<file path="config.mk">
export PLATFORM = sky130hd
export DESIGN_NAME = trf_div
export DESIGN_NICKNAME = d
export VERILOG_FILES = /design/src/sv/trf_pkg.sv /design/src/sv/trf_div.sv
export SDC_FILE = /design/constraint.sdc
export NUM_CORES = 1
export LEC_CHECK = 0
export BUFFER_PORTS_ARGS = -buffer_cell sky130_fd_sc_hd__buf_4
export CORE_AREA = 2 2 69 71
export CTS_BUF_LIST = sky130_fd_sc_hd__clkbuf_8
export DETAILED_ROUTE_END_ITERATION = 16
export DIE_AREA = 0 0 71 73
export PLACE_DENSITY = 0.62
export SLEW_MARGIN = 20
export SYNTH_ARGS = -nofsm -noshare
export SYNTH_HDL_FRONTEND = slang
export SYNTH_SLANG_ARGS = --single-unit
</file>
<file path="constraint.sdc">
create_clock -name clk -period 2.9 [get_ports clk]
set_clock_uncertainty 0.15 [all_clocks]
set_input_delay 0.29 -clock clk [delete_from_list [all_inputs] [get_ports clk]]
set_output_delay 0.29 -clock clk [all_outputs]
set_load 0.005 [all_outputs]
</file>
<file path="src/sv/trf_pkg.sv">
// package for the two-group rank fraction block
// field widths, entry and link types, control struct and the ordering key
// no dependencies
package trf_pkg;

  localparam int DEF_SET_CAPACITY = 64;
  localparam int VAL_W = 32;
  localparam int POS_W = 6;
  localparam int CNT_W = 7;
  localparam int FRAC_W = 16;
  localparam int ADDR_W = 3;

  localparam logic REG_VALUE_FORMAT = 1'b0;

  typedef struct packed {
    logic [VAL_W-1:0] key;
    logic             grp;
  } entry_t;

  typedef struct packed {
    logic   valid;
    logic   gt;
    entry_t entry;
  } link_t;

  typedef struct packed {
    logic ins;
    logic shift;
    logic clr;
  } cell_ctrl_t;

  typedef enum logic [3:0] {
    S_LOAD = 4'b0001,
    S_SCAN = 4'b0010,
    S_DIV  = 4'b0100,
    S_EMIT = 4'b1000
  } state_t;

  function automatic logic [VAL_W-1:0] order_key(input logic [VAL_W-1:0] bits,
                                                 input logic fmt);
    logic [VAL_W-1:0] b;
    b = bits;
    if (!fmt) begin
      return {16'h0000, bits[15:0]};
    end
    if (b == 32'h8000_0000) begin
      b = '0;
    end
    if (b[31]) begin
      return ~b;
    end
    return b | 32'h8000_0000;
  endfunction

endpackage

</file>
<file path="src/sv/trf_div.sv">
// serial restoring divider: floor(pos * 2^16 / count), one quotient bit per cycle
// depends on trf_pkg
module trf_div (
  input  logic                       clk,
  input  logic                       rst_n,
  input  logic                       start,
  input  logic [trf_pkg::POS_W-1:0]  pos,
  input  logic [trf_pkg::CNT_W-1:0]  count,
  output logic                       done,
  output logic [trf_pkg::FRAC_W-1:0] quotient
);

  localparam int STEP_W = $clog2(trf_pkg::FRAC_W);

  logic                       busy_r, busy_nxt;
  logic                       done_r, done_nxt;
  logic [STEP_W-1:0]          step_r, step_nxt;
  logic [trf_pkg::CNT_W-1:0]  rem_r, rem_nxt;
  logic [trf_pkg::CNT_W-1:0]  den_r, den_nxt;
  logic [trf_pkg::FRAC_W-1:0] quo_r, quo_nxt;
  logic [trf_pkg::CNT_W:0]    shifted;
  logic [trf_pkg::CNT_W:0]    diff;
  logic                       fits;

  assign shifted = {rem_r, 1'b0};
  assign fits    = shifted >= {1'b0, den_r};
  assign diff    = shifted - {1'b0, den_r};

  always_comb begin
    busy_nxt = busy_r;
    done_nxt = 1'b0;
    step_nxt = step_r;
    rem_nxt  = rem_r;
    den_nxt  = den_r;
    quo_nxt  = quo_r;
    if (start) begin
      busy_nxt = 1'b1;
      step_nxt = '0;
      rem_nxt  = {1'b0, pos};
      den_nxt  = count;
      quo_nxt  = '0;
    end else if (busy_r) begin
      rem_nxt  = fits ? diff[trf_pkg::CNT_W-1:0] : shifted[trf_pkg::CNT_W-1:0];
      quo_nxt  = {quo_r[trf_pkg::FRAC_W-2:0], fits};
      step_nxt = step_r + 1'b1;
      if (step_r == STEP_W'(trf_pkg::FRAC_W - 1)) begin
        busy_nxt = 1'b0;
        done_nxt = 1'b1;
      end
    end
  end

  always_ff @(posedge clk) begin
    if (!rst_n) begin
      busy_r <= 1'b0;
      done_r <= 1'b0;
      step_r <= '0;
    end else begin
      busy_r <= busy_nxt;
      done_r <= done_nxt;
      step_r <= step_nxt;
    end
  end

  always_ff @(posedge clk) begin
    rem_r <= rem_nxt;
    den_r <= den_nxt;
    quo_r <= quo_nxt;
  end

  assign done     = done_r;
  assign quotient = quo_r;

endmodule

</file>
After elaboration in Yosys (flattened, before gate mapping)

Cells that the tools add are included.

Register bits after elaboration: 36
Input bits: 16
Output and inout port bits: 17
Logic and storage cells: 23

Add/sub/neg operators: 2
Order comparisons: 1
Equality and inequality tests: 1
Muxes and demuxes: 7
Bitwise gates (word level): 2
Reduce and logical (&&, ||, !) cells: 3

Operators with widths:

| kind                                         | count |
|---|---|
| 2-to-1 mux 6 bit                             | 2 |
| greater-or-equal comparator 8 x 7 -> 1 bit   | 1 |
| 2-to-1 mux 7 bit                             | 1 |
| subtractor 7 bit                             | 1 |
| adder 4 x 1 -> 4 bit (second input constant) | 1 |
| equality test 4 bit (second input constant)  | 1 |
| 2-to-1 mux 1 bit                             | 4 |
| OR reduction 3 bit                           | 1 |
| NOT 1 bit                                    | 2 |
| nonzero test 2 bit                           | 1 |
| OR reduction 2 bit                           | 1 |

Logic depth before layout (Yosys ltp)

Depth after elaboration: 4
Mapped depth: 7
Gate-level depth less buffers: 7

Least setup slack after synthesis

Ideal clock, no wire load.

Kind: register -> register
Start: register rem_r[4] in the netlist's numbering
End: register rem_r[3] in the netlist's numbering (data pin)
Library setup time: 0.268 ns
Arrival: 1.583 ns
Required time: 2.482 ns
Slack: 0.899 ns
Stages on the path, launching flop included: 6
Path buffers: 0
Period minus slack after synthesis: 2.001 ns
Cell sequence: edfxtp_1 ha_1 a21o_1 a211o_4 nor2_4 o311ai_1

Cells in the longest elaborated chain, start to end: 4

Ends and longest elaborated chain:

| item                                       | line          | text |
|---|---|---|
| start: declaration                         | trf_div.sv:18 | `logic [trf_pkg::CNT_W-1:0] rem_r, rem_nxt;` |
| start signal: assignment                   | trf_div.sv:66 | `rem_r <= rem_nxt;` |
| greater-or-equal comparator 8 x 7 -> 1 bit | trf_div.sv:26 | `assign fits = shifted >= {1'b0, den_r};` |
| 2-to-1 mux 7 bit                           | trf_div.sv:43 | `rem_nxt = fits ? diff[trf_pkg::CNT_W-1:0] : shifted[trf_pkg::CNT_W-1:0];` |
| 2-to-1 mux 6 bit                           | trf_div.sv:42 | `end else if (busy_r) begin` |
| 2-to-1 mux 6 bit                           | trf_div.sv:36 | `if (start) begin` |
| net rem_nxt (one bit)                      | trf_div.sv:18 |  |

The timed path passes the listed nets, and every way through them passes these cells. The select of a mux whose other input is x is not followed.
A chain may end at the register's enable or synchronous reset.

Worst setup path after layout

Same ends and word-level chain as after synthesis.

==> out/qor_table.md <==
| Stage | Metric | This run |
|---|---|---|
| clock tree | Clk root buf | sky130_fd_sc_hd__clkbuf_8 |
| clock tree | H-tree depth | 2 |
| finish | Diodes inserted | 0 |
| timing | RSZ-0062 raised after global routing | no |
| setup path | Family with the most delay on the worst path | compound AO/OA/AOI/OAI gates |
| timing | Peak clock frequency supported by timing | 451.4 MHz |
| setup path | Critical path depth | 5 |
| setup path | Worst EP arrival | 2.09 ns |
| timing | Slew Viols, Final | 0 |
| logic synthesis | Cells taking the most area after synthesis | sky130_fd_sc_hd__dfxtp_1 (26%), sky130_fd_sc_hd__edfxtp_1 (22%), sky130_fd_sc_hd__mux2i_1 (8.9%), sky130_fd_sc_hd__nor2_1 (5.9%), sky130_fd_sc_hd__ha_1 (5.6%) |
| logic synthesis | Cell type with the highest aggregate area in the netlist | sky130_fd_sc_hd__dfxtp_1 |
| timing | Total negative setup slack | 0 ns |
| clock tree | Reg clk slew, reported paths | 0.07 ns |
| logic synthesis | Warnings, synthesis | 0 |
| floorplanning | Die H | 73 um |
| detailed routing | Number of nets with antenna violations after routing | 0 |
| floorplanning | Cell row count | 25 |
| logic synthesis | Synth Net Count | 197 |
| detailed routing | Iteration count of the initial detailed-routing pass | 5 |
| clock tree | Clock sinks | 36 |
| status | Result of the run | finished clean |
| clock tree | Clock Tree Buf Depth | 2 |
| placed design | Instance area at placement | 0.002072 sq mm |
| power and ir drop | Total power consumption of the routed design | 1.356 mW |
| logic synthesis | Synthesized area per cell | 10.41 sq um |
| global route | GRT Overall Usage | 0.1412 |
| detailed routing | Detailed-route via count | 1332 |
| detailed routing | WL/cell | 12.94 um |
| hold path | Type of the tightest min-delay check | primary input to flip-flop |
| logic synthesis | Number of distinct library cell variants in the gate-level netlist after synthesis | 43 |
| floorplanning | Area of the core | 0.004536 sq mm |
| setup path | FF-to-FF path depth | 5 |
| power and ir drop | Static power due to leakage | 0.9186 nW |
| timing | Fraction of the cycle the final worst path needs | 0.7638 |
| floorplanning | Initial standard-cell utilization of the core | 0.3948 |
| power and ir drop | Power per standard cell area | 627.0 mW/mm^2 |
| logic synthesis | Most used DFF post-synth | sky130_fd_sc_hd__dfxtp_1 |
| placed design | Port bufs | 32 |
| logic synthesis | Cell Area, Synth | 0.001790 sq mm |
| logic synthesis | Post-synthesis async set-or-reset flop share | 0 |
| finish | Final Instance Area | 0.002162 sq mm |
| global route | Vias in the first global route | 1173 |
| clock tree | Clock buffers created by TritonCTS | 5 |
| setup path | Cells along the critical path | ha_1 > a21o_1 > a211o_4 > nor2_4 > o311ai_1 |
| clock tree | Number of buffers added to fix hold violations after cts | 0 |
| timing | Slew of the pin with the lowest slew margin | 0.7022 ns |
| detailed routing | Number of DRC violations after detailed routing | 0 |
| timing | Number of failing hold endpoints at the final stage | 0 |
| finish | Share of post-route cells with drive strength above 1 | 0.2319 |
| finish | Final-stage net count | 231 |
| clock tree | Cells resized by post-CTS repair | 0 |
| finish | Area grow syn2layout | 20.75% |
| logic synthesis | Sequential cell area fraction in the yosys report | 0.4752 |
| placed design | Post-detail-place hpwl | 2501 um |
| logic synthesis | Count of flip-flops with a built-in enable after synthesis | 13 |
| setup path | Master of the slowest instance on the critical path | sky130_fd_sc_hd__edfxtp_1 |
| clock tree | TritonCTS clock tree | done |
| clock tree | Clock latency on the worst-skew pair | 0.28 ns |
| timing | Number of setup violations in the final report | 0 |
| hold path | Worst Hold Path Cells | 1 |
| timing | Final critical delay including setup and external delays | 2.215 ns |
| finish | Fillers | 427 |
| timing | Hold Slack | 0.02923 ns |
| global route | Initial antenna violation count | 0 |
| run | Maximum capacitance violations | 0 |
| global route | Maximum number of pins on one net before global-route repair | 37 |
| clock tree | Setup repair bufs after CTS | 0 |
| floorplanning | Ports placed on the boundary | 33 |
| detailed routing | DR iter-0 viols | 46 |
| setup path | Top fanout value on the critical path | 8 |
| logic synthesis | Flip-flop and latch count after synthesis | 36 |
| setup path | Setup CP Type | flip-flop to flip-flop |
| setup path | Kind of capture point of the worst setup path | flip-flop |
| logic synthesis | Commonest cells post-synth | sky130_fd_sc_hd__nor2_1 (28), sky130_fd_sc_hd__dfxtp_1 (23), sky130_fd_sc_hd__mux2i_1 (16) |
| global route | Wire length of the first global-routing pass | 5658 um |
| logic synthesis | Post-synthesis instance total | 172 |
| global route | Congestion Overflow GR | 0 |
| setup path | CP peak stage delay | 0.43 ns |
| floorplanning | Area of the die | 0.005183 sq mm |
| logic synthesis | Area fraction of the dominant cell type after synthesis | 0.2572 |
| setup path | Type of element launching the critical path | flip-flop |
| setup path | Buffer and inverter count on the worst path | 0 |
| timing | Worst rel slew slack | 0.5313 |
| detailed routing | Post-detailed-routing wire length | 3378 um |
| detailed routing | Routed via count divided by cell count | 5.103 |
| floorplanning | Horizontal die dimension | 71 um |
| power and ir drop | Maximum resistive drop on vdd | 0.3393 mV |
| logic synthesis | Count leader, synth | sky130_fd_sc_hd__nor2_1 |
| placed design | Gpl congestion | 0.8167 |
| setup path | CP required | 2.78 ns |
| finish | Core utilization of the finished layout | 0.4767 |
area by class of cell:
type | instances | area, sq um | share of cell area
Clock buffer | 6 | 82.58 | 0.03819
Clock inverter | 2 | 7.507 | 0.003472
Inverter | 10 | 37.54 | 0.01736
Multi-Input combinational cell | 120 | 868.3 | 0.4016
Sequential cell | 36 | 850.8 | 0.3935
Tap cell | 54 | 67.56 | 0.03125
Timing Repair Buffer | 33 | 247.7 | 0.1146
registers in the layout (all words and copies together), names as in the netlist:
signal,count
done,1
busy_r,1
rem_r,7
step_r,4
den_r,7
quotient,16
kinds of logic (layout without fill, tap and decap cells):
| family | Yosys count | after routing | synth area share |
|---|---|---|---|
| multiplexers | 16 | 16 | 0.08945 |
| flip-flops | 36 | 36 | 0.4752 |
| AND/OR/NAND/NOR | 59 | 59 | 0.1614 |
| adder cells (fa/ha/maj) | 9 | 9 | 0.06709 |
| AO/OA/AOI/OAI | 32 | 32 | 0.1475 |
| buffers and inverters | 16 | 51 | 0.03983 |
| XOR/XNOR | 4 | 4 | 0.01957 |
cell usage in the layout (no fill, tap or decap), types with 3 or more instances in the layout:
cell type	n
sky130_fd_sc_hd__buf_4	33
sky130_fd_sc_hd__nor2_1	28
sky130_fd_sc_hd__dfxtp_1	23
sky130_fd_sc_hd__mux2i_1	16
sky130_fd_sc_hd__edfxtp_1	13
sky130_fd_sc_hd__inv_1	12
sky130_fd_sc_hd__nand2_1	9
sky130_fd_sc_hd__ha_1	8
sky130_fd_sc_hd__o21ai_0	6
sky130_fd_sc_hd__clkbuf_8	6
sky130_fd_sc_hd__a21oi_1	4
sky130_fd_sc_hd__nor2b_1	4
sky130_fd_sc_hd__a21o_1	3
sky130_fd_sc_hd__a211oi_1	3
sky130_fd_sc_hd__nand4_1	3
sky130_fd_sc_hd__xor2_1	3
worst paths after layout:
kind / startpoint / end / slack, ns
setup / recovery: rem_r[4] / rem_r[3] / 0.68
hold / removal: count[1] / den_r[1] / 0.03
setup reg to reg: rem_r[4] / rem_r[3] / 0.68
hold reg to reg: step_r[3] / done / 0.32
routing by layer:
layer  part of all wire  global-route usage  vias to the layer above
met3              0.043             0.04558                        4
met2               0.45              0.2046                       21
met4              0.012             0.05660                        0
li1                   -                   -                      685
met5                  0                   0                        -
met1               0.49              0.1953                      622
per-stage QoR:
step           setup WS [ns]  cells
2_1_floorplan         0.8994    172
3_3_place_gp          0.6945    253
3_5_place_dp          0.6929    253
4_1_cts               0.6789    261
5_1_grt               0.5721    261
6_report              0.6849    261
where the power goes:
part | internal (mW) | switching, mW
Sequential | 0.569 | 0.0324
Combinational | 0.172 | 0.228
Clock | 0.187 | 0.167
Total | 0.928 | 0.427
No activity file was read; power rests on OpenSTA's default activity.
