==> config.mk <==
export PLATFORM = sky130hd
export DESIGN_NAME = trf_cell
export DESIGN_NICKNAME = d
export VERILOG_FILES = /design/src/sv/trf_pkg.sv /design/src/sv/trf_cell.sv
export SDC_FILE = /design/constraint.sdc
export NUM_CORES = 1
export LEC_CHECK = 0
export ABC_AREA = 1
export BUFFER_PORTS_ARGS = -buffer_cell sky130_fd_sc_hd__buf_4
export CAP_MARGIN = 15
export CORE_UTILIZATION = 42
export CTS_CLUSTER_SIZE = 16
export DETAILED_ROUTE_END_ITERATION = 10
export GPL_ROUTABILITY_DRIVEN = 0
export PLACE_DENSITY = 0.78
export SLEW_MARGIN = 20
export SYNTH_ARGS = -nofsm -noshare
export SYNTH_HDL_FRONTEND = slang
export SYNTH_SLANG_ARGS = --single-unit
==> constraint.sdc <==
create_clock -name clk -period 3.09 [get_ports clk]
set_clock_uncertainty 0.15 [all_clocks]
set_input_delay 0.1545 -clock clk [delete_from_list [all_inputs] [get_ports clk]]
set_output_delay 0.1545 -clock clk [all_outputs]
set_load 0.03 [all_outputs]
==> src/sv/trf_pkg.sv <==
// package for the two-group rank fraction block
// field widths, entry and link types, control struct and the ordering key
// no dependencies
package trf_pkg;

  localparam int DEF_SET_CAPACITY = 64;
  localparam int VAL_W = 32;
  localparam int POS_W = 6;
  localparam int CNT_W = 7;
  localparam int FRAC_W = 16;
  localparam int ADDR_W = 3;

  localparam logic REG_VALUE_FORMAT = 1'b0;

  typedef struct packed {
    logic [VAL_W-1:0] key;
    logic             grp;
  } entry_t;

  typedef struct packed {
    logic   valid;
    logic   gt;
    entry_t entry;
  } link_t;

  typedef struct packed {
    logic ins;
    logic shift;
    logic clr;
  } cell_ctrl_t;

  typedef enum logic [3:0] {
    S_LOAD = 4'b0001,
    S_SCAN = 4'b0010,
    S_DIV  = 4'b0100,
    S_EMIT = 4'b1000
  } state_t;

  function automatic logic [VAL_W-1:0] order_key(input logic [VAL_W-1:0] bits,
                                                 input logic fmt);
    logic [VAL_W-1:0] b;
    b = bits;
    if (!fmt) begin
      return {16'h0000, bits[15:0]};
    end
    if (b == 32'h8000_0000) begin
      b = '0;
    end
    if (b[31]) begin
      return ~b;
    end
    return b | 32'h8000_0000;
  endfunction

endpackage

==> src/sv/trf_cell.sv <==
// one sorting cell of the chain: holds one entry, inserts in order, shifts down on drain
// depends on trf_pkg
module trf_cell (
  input  logic               clk,
  input  logic               rst_n,
  input  trf_pkg::cell_ctrl_t ctrl,
  input  trf_pkg::entry_t    new_entry,
  input  trf_pkg::link_t     prev_link,
  input  trf_pkg::link_t     next_link,
  output trf_pkg::link_t     link
);

  logic            valid_r, valid_nxt;
  trf_pkg::entry_t entry_r, entry_nxt;
  logic            gt;

  assign gt = valid_r && (entry_r > new_entry);

  always_comb begin
    valid_nxt = valid_r;
    entry_nxt = entry_r;
    if (ctrl.clr) begin
      valid_nxt = 1'b0;
    end else if (ctrl.shift) begin
      valid_nxt = next_link.valid;
      entry_nxt = next_link.entry;
    end else if (ctrl.ins) begin
      if (prev_link.gt) begin
        valid_nxt = 1'b1;
        entry_nxt = prev_link.entry;
      end else if (prev_link.valid && (gt || !valid_r)) begin
        valid_nxt = 1'b1;
        entry_nxt = new_entry;
      end
    end
  end

  always_ff @(posedge clk) begin
    if (!rst_n) begin
      valid_r <= 1'b0;
    end else begin
      valid_r <= valid_nxt;
    end
  end

  always_ff @(posedge clk) begin
    entry_r <= entry_nxt;
  end

  assign link.valid = valid_r;
  assign link.gt    = gt;
  assign link.entry = entry_r;

endmodule

---- After elaboration in Yosys (flattened, before gate mapping) ----
Index checks and enable logic that the tools add are counted.
storage, ports and cells
  ROM bits ................................ 0
  latch bits .............................. 0
  register bits ........................... 34
  bits in writable memories ............... 0
  memories ................................ 0
  word-level logic and storage cells ...... 23
operators by class
  equality and inequality tests ........... 0
  divide/modulo/power cells ............... 0
  shifts and indexed selects .............. 0
  magnitude comparators ................... 1
  add/subtract/negate cells ............... 0
  reduce and logical (&&, ||, !) cells .... 9
  bitwise operators ....................... 2
  muxes and demuxes ....................... 8
  multiply operators ...................... 0
operators with widths
  cell                 count
  33-bit 2-to-1 mux    4
  33-bit > comparator  1
  1-bit 2-to-1 mux     4
  3-bit AND reduction  1
  3-bit nonzero test   1
  1-bit logical AND    2
  1-bit NOT            2
  2-bit AND reduction  1
  2-bit nonzero test   1
  2-bit OR reduction   1
  1-bit zero test      1
  1-bit logical OR     1

---- Longest topological paths before layout ----
Gate-level depths: netlist of the first run.
  depth after elaboration ................. 8
  gate-level depth with buffers ........... 18
  mapped depth without buffers ............ 18

---- Worst setup path before layout of the first run ----
OpenSTA, ideal clock, no wires.
  path type ............................... register to register
  start ................................... reg entry_r (netlist bit link[32])
  end ..................................... reg entry_r (netlist bit link[0]), enable pin
  setup slack ............................. -573 ps
  setup time .............................. 423 ps
  arrival time ............................ 3090 ps
  clock period less this slack ............ 3663 ps
  cell stages (with the launch flop) ...... 16
  path through ............................ edfxtp_1 ha_1 nand2_2 nor2_4 nand2_2 nor2_2 nand2_1 nand2_1 nor2_1 nand2_1 nand2_1 nand2_1 nand2_1 nand2_1 nand2_2 nor2_1
on the way
  longest elaborated chain between the ends .. 6
RTL lines
  item                                  line            text
  start: declaration                    trf_cell.sv:14  trf_pkg::entry_t entry_r, entry_nxt;
  start signal: assignment              trf_cell.sv:47  entry_r <= entry_nxt;
  33-bit > comparator                   trf_cell.sv:17  assign gt = valid_r && (entry_r > new_entry);
  1-bit logical AND                     trf_cell.sv:17
  1-bit logical OR                      trf_cell.sv:31  end else if (prev_link.valid && (gt || !valid_r)) begin
  1-bit logical AND                     trf_cell.sv:31
  3-bit nonzero test (no source line)   -
  3-bit AND reduction (no source line)  -
Every way passes these cells.
A chain may end at the register's enable or synchronous reset.

---- Worst setup path after layout of the first run ----
  start ................................... reg entry_r (netlist bit link[11])
  end ..................................... reg entry_r (netlist bit link[9]), enable pin
Same word-level chain as after synthesis.

==> results.ini, run 1 <==
[critical_path]
r2r-end=link[9]$_DFFE_PP_
r2r_cells=16
required_ns=2.93
worstSetupPathType=reg2reg
endpoint_kind=flip-flop
worst-endpoint-arrival_ns=2.41
cp_max_fo=33
r2r-start=link[11]$_DFFE_PP_
start_kind=flip-flop
r2r_setup_slack_ns=0.52

[floorplanning]
initial_core_util_pct=43.4
row_count=29
core_mm2=0.00635
die_h_um=83.0
fp.dieW_um=83.0
boundaryPins=143
dieArea_mm2=0.00689

[final_layout]
layout_commonest_cell=buf_4
fillers=539
nets=638
syn2layout_area_growth_pct=52.7
finish.instance_area_mm2=0.00421
final_cell_mix=141 x buf_4, 88 x nand2_1, 52 x inv_1, 33 x ha_1, 33 x edfxtp_1
diodes=0
fin_cells=573
drive_gt1_share_pct=33.3

[clock_network]
clockBufferDepth=2
clock-sinks=34
post_cts_buffers=0
numCtsBuffers=5
cts_root_buffer=clkbuf_8
cts_tree=yes
htree_levels=2
cts.clk_slew.worst_paths_ns=0.07
clk_latency_ns=0.29

[detailed_routing]
drtAntennaViolNets=0
num_vias=2834
routed_wl_um=7660
route.detailed.wl_per_inst_um=13.4
firstDrtPassIters=4
first_iter_violations=108
post_drt_via_cell_ratio=4.95
drc_errors=0

[pwr]
fin_total_pwr_mw=1.37
total_leakage_power_nw=2.08
powerDensity_mw_per_mm2=325
peakVddDrop_uv=207

[min_path]
hp-start=next_link[30]
whs_path_depth=2
hold_end=link[30]$_DFFE_PP_
hold_path.class=in2reg

[timing]
finalHoldViolCount=0
period_share_pct=83.3
rsz0062_at_grt=no
fin_tns_setup_ns=0
worst_slew_pin_slew_ns=1.05
slew_viol_final=0
min_period_ns=2.57
setup_viol=0
max-slew-margin-rel_pct=30.0
setup_ws_ns=0.516
max_freq_ghz=0.389

[run_status]
status=complete, no violations

[global_routing]
grt_pass1_wl_um=13200
use_met2_pct=42.0
track_usage_pct=23.4
grtUsageMet3_pct=5.77
grt_use_met1_pct=27.1
antenna_found_initial=0
grt.overflow.total=0
top_usage_layer=met2
grt_max_degree=66
grt_pass1_vias=2906

[placement]
io_buffers=141
placed_cells=540
dp_hpwl_um=5360
placed_area_mm2=0.00387
post-place-ws_ns=0.507

[synthesis]
ys_types=23
yosysSeqAreaShare_pct=36.7
synth.ff_latch_count=34
async_flop_share_pct=0
synth-edff-count=33
syn_area_mm2=0.00276
synth_nets=477
synthFlopType=edfxtp_1
yosysWarnings=0
synth_area_per_cell_um2=8.21
synthCells=336

[job]
drv_cap=0

metrics by stage:
step,util [%],hold WS [ns]
after floorplan,-,0.166
after global placement,60.9,0.276
after detailed placement,60.9,0.279
after CTS,66.3,0.00191
after global routing,66.3,0.00414
final,66.3,0.00398
worst max path at each step:
stage,end,depth (start not counted),from
after floorplan,link[0]$_DFFE_PP_,15,link[32]$_DFFE_PP_
after global placement,link[17]$_DFFE_PP_,16,link[12]$_DFFE_PP_
after detailed placement,link[22]$_DFFE_PP_,16,link[11]$_DFFE_PP_
after CTS,link[13]$_DFFE_PP_,16,link[11]$_DFFE_PP_
after global routing,link[6]$_DFFE_PP_,16,link[11]$_DFFE_PP_
final,link[9]$_DFFE_PP_,16,link[11]$_DFFE_PP_
critical path, stage by stage, from the launching register on:
cell and delay [ns]:
edfxtp_1 0.42, ha_1 0.29, nand2_1 0.06, nor2_1 0.20
nand3_1 0.14, nor2_2 0.14, nand2_1 0.06, nand2_1 0.05
nor2_1 0.04, nand2_1 0.06, nand2_1 0.07, nand2_1 0.06
nand2_1 0.05, nand2_1 0.07, nand2_2 0.08, nor2_4 0.10
buf_12 0.23
flip-flops by register name (all words and copies together), names as in the netlist:
signal	count
valid_r	1
link	33
cell usage after synthesis (2+ instances only):
cell type	number	area, µm²
a21oi_1	17	85.1
a21oi_2	2	17.5
buf_4	2	15.0
clkbuf_1	12	45.0
edfxtp_1	33	991
ha_1	33	413
inv_1	52	195
inv_2	3	11.3
nand2_1	88	330
nand2_2	4	25.0
nand3_1	2	10.0
nand4_1	2	12.5
nor2_1	13	48.8
nor2_2	5	31.3
o211ai_1	31	233
o21a_1	30	225
metal layers:
layer / share of wire [%] / vias to the layer above / wire length, µm
li1: - / 1446 / -
met1: 42 / 1276 / 3220
met2: 50 / 94 / 3830
met3: 5.6 / 18 / 432
met4: 2.3 / 0 / 173
met5: 0 / - / 0
cell type report:
class | instances | area [µm²] | share of cell area [%]
inverter | 55 | 206 | 4.90
tap | 77 | 96.3 | 2.29
clock buffer | 5 | 68.8 | 1.63
clock inverter | 1 | 3.75 | 0.0891
sequential | 34 | 1010 | 24.0
timing repair buffer | 169 | 1350 | 32.0
multi-input combinational | 232 | 1480 | 35.1
power by group:
part           internal, mW  switching (mW)  leakage, nW
Combinational         0.240           0.254         1.73
Sequential            0.549          0.0176        0.320
Clock                 0.147           0.162       0.0375
cell families after synthesis:
family | Yosys count | synth area share (%)
compound gates | 82 | 20.8
fa+ha+maj | 33 | 15.0
buf+inv | 70 | 10.1
flops | 34 | 36.7
simple gates | 117 | 17.5
repair_timing:
action | CTS | global route
endpoints found under the hold margin | 27 | 0
resized for setup | 0 | 0
hold buffers | 27 | 0
Note: power is estimated with default switching activity, not from simulation.
==> run 2, diff against run 1 <==
==> constraint.sdc (replaced) <==
create_clock -name clk -period 2.2 [get_ports clk]
set_clock_uncertainty 0.15 [all_clocks]
set_input_delay 0.11 -clock clk [delete_from_list [all_inputs] [get_ports clk]]
set_output_delay 0.11 -clock clk [all_outputs]
set_load 0.03 [all_outputs]
==> results.ini, run 2 (synthesis gave the netlist of run 1 again) <==
[run_status]
status=finished, violations left  ; was complete, no violations
violations=negative setup slack

[global_routing]
track_usage_pct=24.3  ; was 23.4%
antenna_found_initial=0  ; unchanged
grt_pass1_wl_um=13600  ; was 13200 µm
grt.overflow.total=0  ; unchanged
grt_pass1_vias=3051  ; was 2906
grt_max_degree=42  ; was 66

[placement]
io_buffers=141  ; unchanged
dp_hpwl_um=6150  ; was 5360 µm
placed_area_mm2=0.00420  ; was 0.00387 mm²
placed_cells=579  ; was 540

[critical_path]
worstSetupPathType=reg2reg  ; unchanged
r2r-start=link[32]$_DFFE_PP_  ; was link[11]$_DFFE_PP_
cp_max_fo=16  ; was 33
r2r_setup_slack_ns=-0.22  ; was 0.52 ns
endpoint_kind=flip-flop  ; unchanged
worst-endpoint-arrival_ns=2.26  ; was 2.41 ns
required_ns=2.04  ; was 2.93 ns
start_kind=flip-flop  ; unchanged
r2r-end=link[7]$_DFFE_PP_  ; was link[9]$_DFFE_PP_
r2r_cells=16  ; unchanged

[pwr]
powerDensity_mw_per_mm2=443  ; was 325 mW/mm²
fin_total_pwr_mw=2.15  ; was 1.37 mW
peakVddDrop_uv=322  ; was 207 µV
total_leakage_power_nw=2.36  ; was 2.08 nW

[detailed_routing]
first_iter_violations=77  ; was 108
route.detailed.wl_per_inst_um=14.0  ; was 13.4 µm
num_vias=3059  ; was 2834
routed_wl_um=8790  ; was 7660 µm
post_drt_via_cell_ratio=4.88  ; was 4.95
drc_errors=0  ; unchanged
firstDrtPassIters=5  ; was 4
drtAntennaViolNets=0  ; unchanged

[floorplanning]
initial_core_util_pct=43.4  ; unchanged
die_h_um=83.0  ; unchanged
row_count=29  ; unchanged
boundaryPins=143  ; unchanged
fp.dieW_um=83.0  ; unchanged
dieArea_mm2=0.00689  ; unchanged
core_mm2=0.00635  ; unchanged

[clock_network]
clockBufferDepth=2  ; unchanged
clk_latency_ns=0.28  ; was 0.29 ns
cts_tree=yes  ; unchanged
numCtsBuffers=5  ; unchanged
cts.clk_slew.worst_paths_ns=0.07  ; about the same
clock-sinks=34  ; unchanged
htree_levels=2  ; unchanged
cts_root_buffer=clkbuf_8  ; unchanged

[timing]
setup_ws_ns=-0.217  ; was 0.516 ns
period_share_pct=110  ; was 83.3%
timing.hold.ws_ns=0.0254  ; was 0.00398 ns
rsz0062_at_grt=yes  ; was no
worst_slew_pin_slew_ns=0.411  ; was 1.05 ns
max-slew-margin-rel_pct=72.6  ; was 30.0%
min_period_ns=2.42  ; was 2.57 ns
finalHoldViolCount=0  ; unchanged
max_freq_ghz=0.414  ; was 0.389 GHz
setup_viol=35  ; was 0
slew_viol_final=0  ; unchanged

[final_layout]
finish.instance_area_mm2=0.00486  ; was 0.00421 mm²
final_util_pct=76.5  ; was 66.3%
final_cell_mix=185 x buf_4, 84 x nand2_1, 51 x inv_1, 33 x edfxtp_1  ; was 141 x buf_4, 88 x nand2_1, 52 x inv_1, 33 x ha_1, 33 x edfxtp_1
diodes=0  ; unchanged
drive_gt1_share_pct=43.3  ; was 33.3%
layout_commonest_cell=buf_4  ; unchanged
syn2layout_area_growth_pct=76.2  ; was 52.7%
largest_register_ffs=33  ; unchanged
nets=690  ; was 638
fin_cells=627  ; was 573

[min_path]
hold_path.class=in2reg  ; unchanged
hold_end=link[0]$_DFFE_PP_  ; was link[30]$_DFFE_PP_
hp-start=next_link[0]  ; was next_link[30]
whs_path_depth=3  ; was 2

[job]
drv_cap=0  ; unchanged

## run 2: cell types whose count changed in the layout (fill, tap and decap cells not counted), moves of 4 or more
cell           before  now
buf_4             141  185
ha_1               33   22
ha_4                0   11
dlygate4sd3_1      27   31
nand2_1            88   84
nor2_4              2    6
## run 2: through the flow
stage                     setup WS (ns)  TNS [ns]
after floorplan                  -0.536    -17.70
after global placement           -0.141     -4.56
after detailed placement         -0.219     -7.11
after CTS                        -0.217     -7.18
after global routing             -0.395    -13.12
final                            -0.217     -7.02
## run 2: report_power, final
group / internal, mW / switching [mW] / total [mW]
Clock: 0.252 / 0.239 / 0.491
Sequential: 0.771 / 0.0309 / 0.802
Combinational: 0.451 / 0.410 / 0.861
Total: 1.47 / 0.680 / 2.15
## run 2: how the worst max path moves through the flow
stage	from	endpoint	slack [ns]	depth (start not counted)
global route	link[12]$_DFFE_PP_	link[7]$_DFFE_PP_	-0.40	16
finish	link[32]$_DFFE_PP_	link[7]$_DFFE_PP_	-0.22	16
floorplan	link[12]$_DFFE_PP_	link[0]$_DFFE_PP_	-0.54	15
global placement	link[8]$_DFFE_PP_	link[17]$_DFFE_PP_	-0.14	16
detailed placement	link[24]$_DFFE_PP_	link[21]$_DFFE_PP_	-0.22	16
CTS	link[22]$_DFFE_PP_	link[24]$_DFFE_PP_	-0.22	16
## run 2: per-layer routing
| metal | wire, µm | GRT usage (%) |
|---|---|---|
| met1 | 3580 | 28.7 |
| met2 | 4640 | 44.6 |
| met3 | 394 | 3.38 |
| met4 | 175 | 8.62 |
| met5 | 0 | 0 |
## run 2: area by class of cell
class                      count  area (µm²)
clock buffer                   6        82.6
clock inverter                 2        12.5
fill                         445        1490
inverter                      55         206
multi-input combinational    232        1670
sequential                    34        1010
tap                           77        96.3
timing repair buffer         221        1780
## run 2: worst max-delay path, cell delays in order, from the launching register on
cell	delay [ns]
edfxtp_1	0.43
ha_4	0.31
nand2_4	0.06
nor2_4	0.15
nand2_2	0.06
nor2_2	0.12
nand2_1	0.06
nand2_1	0.05
nor2_1	0.04
nand2_1	0.07
nand2_2	0.06
nand2_1	0.05
nand2_1	0.04
nand2_1	0.06
nand2_2	0.07
nor2_4	0.15
buf_12	0.18
## run 2: timing repair
action                                 4_1_cts  5_1_grt
pin swaps                                    0        1
hold buffers                                31        0
endpoints found under the hold margin       31        0
setup endpoints to repair                   34       35
gates resized for setup                      7       21
setup buffers                                1        8
==> run 3, diff against run 2 <==
--- a/config.mk
+++ b/config.mk
@@ -12,6 +12,8 @@
 export CTS_CLUSTER_SIZE = 16
 export DETAILED_ROUTE_END_ITERATION = 10
 export GPL_ROUTABILITY_DRIVEN = 0
+export GPL_TIMING_DRIVEN = 1
+export MAX_ROUTING_LAYER = met4
 export PLACE_DENSITY = 0.78
 export SLEW_MARGIN = 20
 export SYNTH_ARGS = -nofsm -noshare
==> results.ini, run 3 (synthesis gave the netlist of run 1 again) <==
[final_layout]
drive_gt1_share_pct=43.3  ; unchanged
layout_commonest_cell=buf_4  ; unchanged
nets=690  ; unchanged
diodes=0  ; unchanged
final_cell_mix=185 x buf_4, 84 x nand2_1, 51 x inv_1, 33 x edfxtp_1  ; unchanged
largest_register_ffs=33  ; unchanged
syn2layout_area_growth_pct=76.2  ; unchanged
fillers=445  ; unchanged

[floorplanning]
die_h_um=83.0  ; unchanged
dieArea_mm2=0.00689  ; unchanged
fp.dieW_um=83.0  ; unchanged
core_mm2=0.00635  ; unchanged
boundaryPins=143  ; unchanged
initial_core_util_pct=43.4  ; unchanged
row_count=29  ; unchanged

[timing]
setup_ws_ns=-0.225  ; was -0.217 ns
worst_slew_pin_slew_ns=0.413  ; was 0.411 ns
max-slew-margin-rel_pct=72.5  ; was 72.6%
finalHoldViolCount=0  ; unchanged
min_period_ns=2.42  ; about the same
rsz0062_at_grt=yes  ; unchanged
slew_viol_final=0  ; unchanged
timing.hold.ws_ns=0.0256  ; was 0.0254 ns
setup_viol=35  ; unchanged
fin_tns_setup_ns=-7.30  ; was -7.02 ns
period_share_pct=110  ; about the same
max_freq_ghz=0.412  ; was 0.414 GHz

[critical_path]
slowest_delay_ns=0.43  ; about the same
path_cells=ha_4 > nand2_4 > nor2_4 > nand2_2 > nor2_2 > nand2_1 > nand2_1 > nor2_1 > nand2_1 > nand2_2 > nand2_1 > nand2_1 > nand2_1 > nand2_2 > nor2_4 > buf_12  ; unchanged
start_kind=flip-flop  ; unchanged
endpoint_kind=flip-flop  ; unchanged
r2r_setup_slack_ns=-0.22  ; about the same
r2r_cells=16  ; unchanged
crit_family=simple AND/OR/NAND/NOR gates  ; unchanged
cp_max_fo=16  ; unchanged
r2r-end=link[1]$_DFFE_PP_  ; was link[7]$_DFFE_PP_
r2r-start=link[32]$_DFFE_PP_  ; unchanged
crit_slowest_cell=edfxtp_1  ; unchanged
worstSetupPathType=reg2reg  ; unchanged
required_ns=2.04  ; about the same
worst-path-buf-inv=1  ; unchanged
cpMostUsedCell=nand2_1  ; unchanged
worst-endpoint-arrival_ns=2.26  ; about the same

[global_routing]
top_usage_layer=met2  ; unchanged
grt.overflow.total=0  ; unchanged
track_usage_pct=25.0  ; was 24.3%
grt_max_degree=42  ; unchanged
grt_pass1_vias=3049  ; was 3051
grt_use_met1_pct=28.8  ; was 28.7%
use_met2_pct=44.6  ; unchanged
antenna_found_initial=0  ; unchanged
grt_pass1_wl_um=13700  ; was 13600 µm
grtUsageMet3_pct=3.28  ; was 3.38%

[detailed_routing]
drc_errors=0  ; unchanged
route.detailed.wl_per_inst_um=14.0  ; about the same
post_drt_via_cell_ratio=4.91  ; was 4.88
firstDrtPassIters=4  ; was 5
drtAntennaViolNets=0  ; unchanged
routed_wl_um=8750  ; was 8790 µm
num_vias=3079  ; was 3059
first_iter_violations=60  ; was 77

[pwr]
powerDensity_mw_per_mm2=443  ; about the same
total_leakage_power_nw=2.36  ; unchanged
peakVddDrop_uv=317  ; was 322 µV

[clock_network]
cts.clk_slew.worst_paths_ns=0.07  ; about the same
clockBufferDepth=2  ; unchanged
clk_latency_ns=0.28  ; about the same
cts_tree=yes  ; unchanged
clock-sinks=34  ; unchanged
cts_root_buffer=clkbuf_8  ; unchanged
numCtsBuffers=5  ; unchanged
htree_levels=2  ; unchanged

[run_status]
violations=negative setup slack  ; unchanged
status=finished, violations left  ; unchanged

[min_path]
hp-start=next_link[0]  ; unchanged
hold_path.class=in2reg  ; unchanged
whs_path_depth=3  ; unchanged
hold_end=link[0]$_DFFE_PP_  ; unchanged

[job]
drv_cap=0  ; unchanged

[placement]
dp_hpwl_um=6150  ; unchanged
io_buffers=141  ; unchanged

[run 3: cell counts in the layout (fill, tap and decap cells not counted)]
Identical to the previous run, type by type.
[run 3: timing repair]
item,CTS,global route
hold buffers,31,0
gates resized for setup,7,21
setup buffers,1,8
endpoints found under the setup margin,34,35
hold endpoints to repair,31,0
pin swaps,0,1
[run 3: metrics by stage]
step	util, %	worst slack [ns]	area [µm²]	total power [mW]	instances
6_report	76.5	-0.225	4860	2.15	627
5_1_grt	76.5	-0.396	4860	2.26	627
4_1_cts	73.3	-0.217	4660	2.10	619
3_5_place_dp	66.2	-0.219	4200	1.55	579
3_3_place_gp	66.2	-0.141	4200	1.53	579
2_1_floorplan	-	-0.536	2780	1.18	336
[run 3: where the power goes]
group	switching (mW)	internal [mW]
logic	0.410	0.451
clock network	0.236	0.252
registers	0.0311	0.772
total	0.677	1.47
[run 3: cell type report]
type                            count  area (µm²)  area share [%]
Tap cell                           77        96.3            1.98
Inverter                           55         206            4.25
Sequential cell                    34        1010            20.8
Timing Repair Buffer              221        1780            36.7
Multi-Input combinational cell    232        1670            34.3
Clock inverter                      2        12.5           0.257
Clock buffer                        6        82.6            1.70
[run 3: worst max-delay path by stage]
stage | cells past startpoint | start | endpoint
floorplan | 15 | link[12]$_DFFE_PP_ | link[0]$_DFFE_PP_
global placement | 16 | link[8]$_DFFE_PP_ | link[17]$_DFFE_PP_
detailed placement | 16 | link[24]$_DFFE_PP_ | link[21]$_DFFE_PP_
CTS | 16 | link[22]$_DFFE_PP_ | link[24]$_DFFE_PP_
global route | 16 | link[12]$_DFFE_PP_ | link[7]$_DFFE_PP_
finish | 16 | link[32]$_DFFE_PP_ | link[1]$_DFFE_PP_
[run 3: routing by layer]
| layer | vias to the layer above | routed length [µm] | part of all wire, % |
|---|---|---|---|
| li1 | 1551 | - | - |
| met1 | 1418 | 3590 | 41 |
| met2 | 96 | 4630 | 53 |
| met3 | 14 | 356 | 4.1 |
| met4 | 0 | 175 | 2.0 |
| met5 | - | 0 | 0 |
[run 3: worst reg2reg max path, stage by stage (launching register included)]
cell and delay, ns:
edfxtp_1 0.43, ha_4 0.31, nand2_4 0.06, nor2_4 0.15, nand2_2 0.06, nor2_2 0.12
nand2_1 0.06, nand2_1 0.05, nor2_1 0.04, nand2_1 0.07, nand2_2 0.06, nand2_1 0.05
nand2_1 0.04, nand2_1 0.06, nand2_2 0.07, nor2_4 0.15, buf_12 0.18
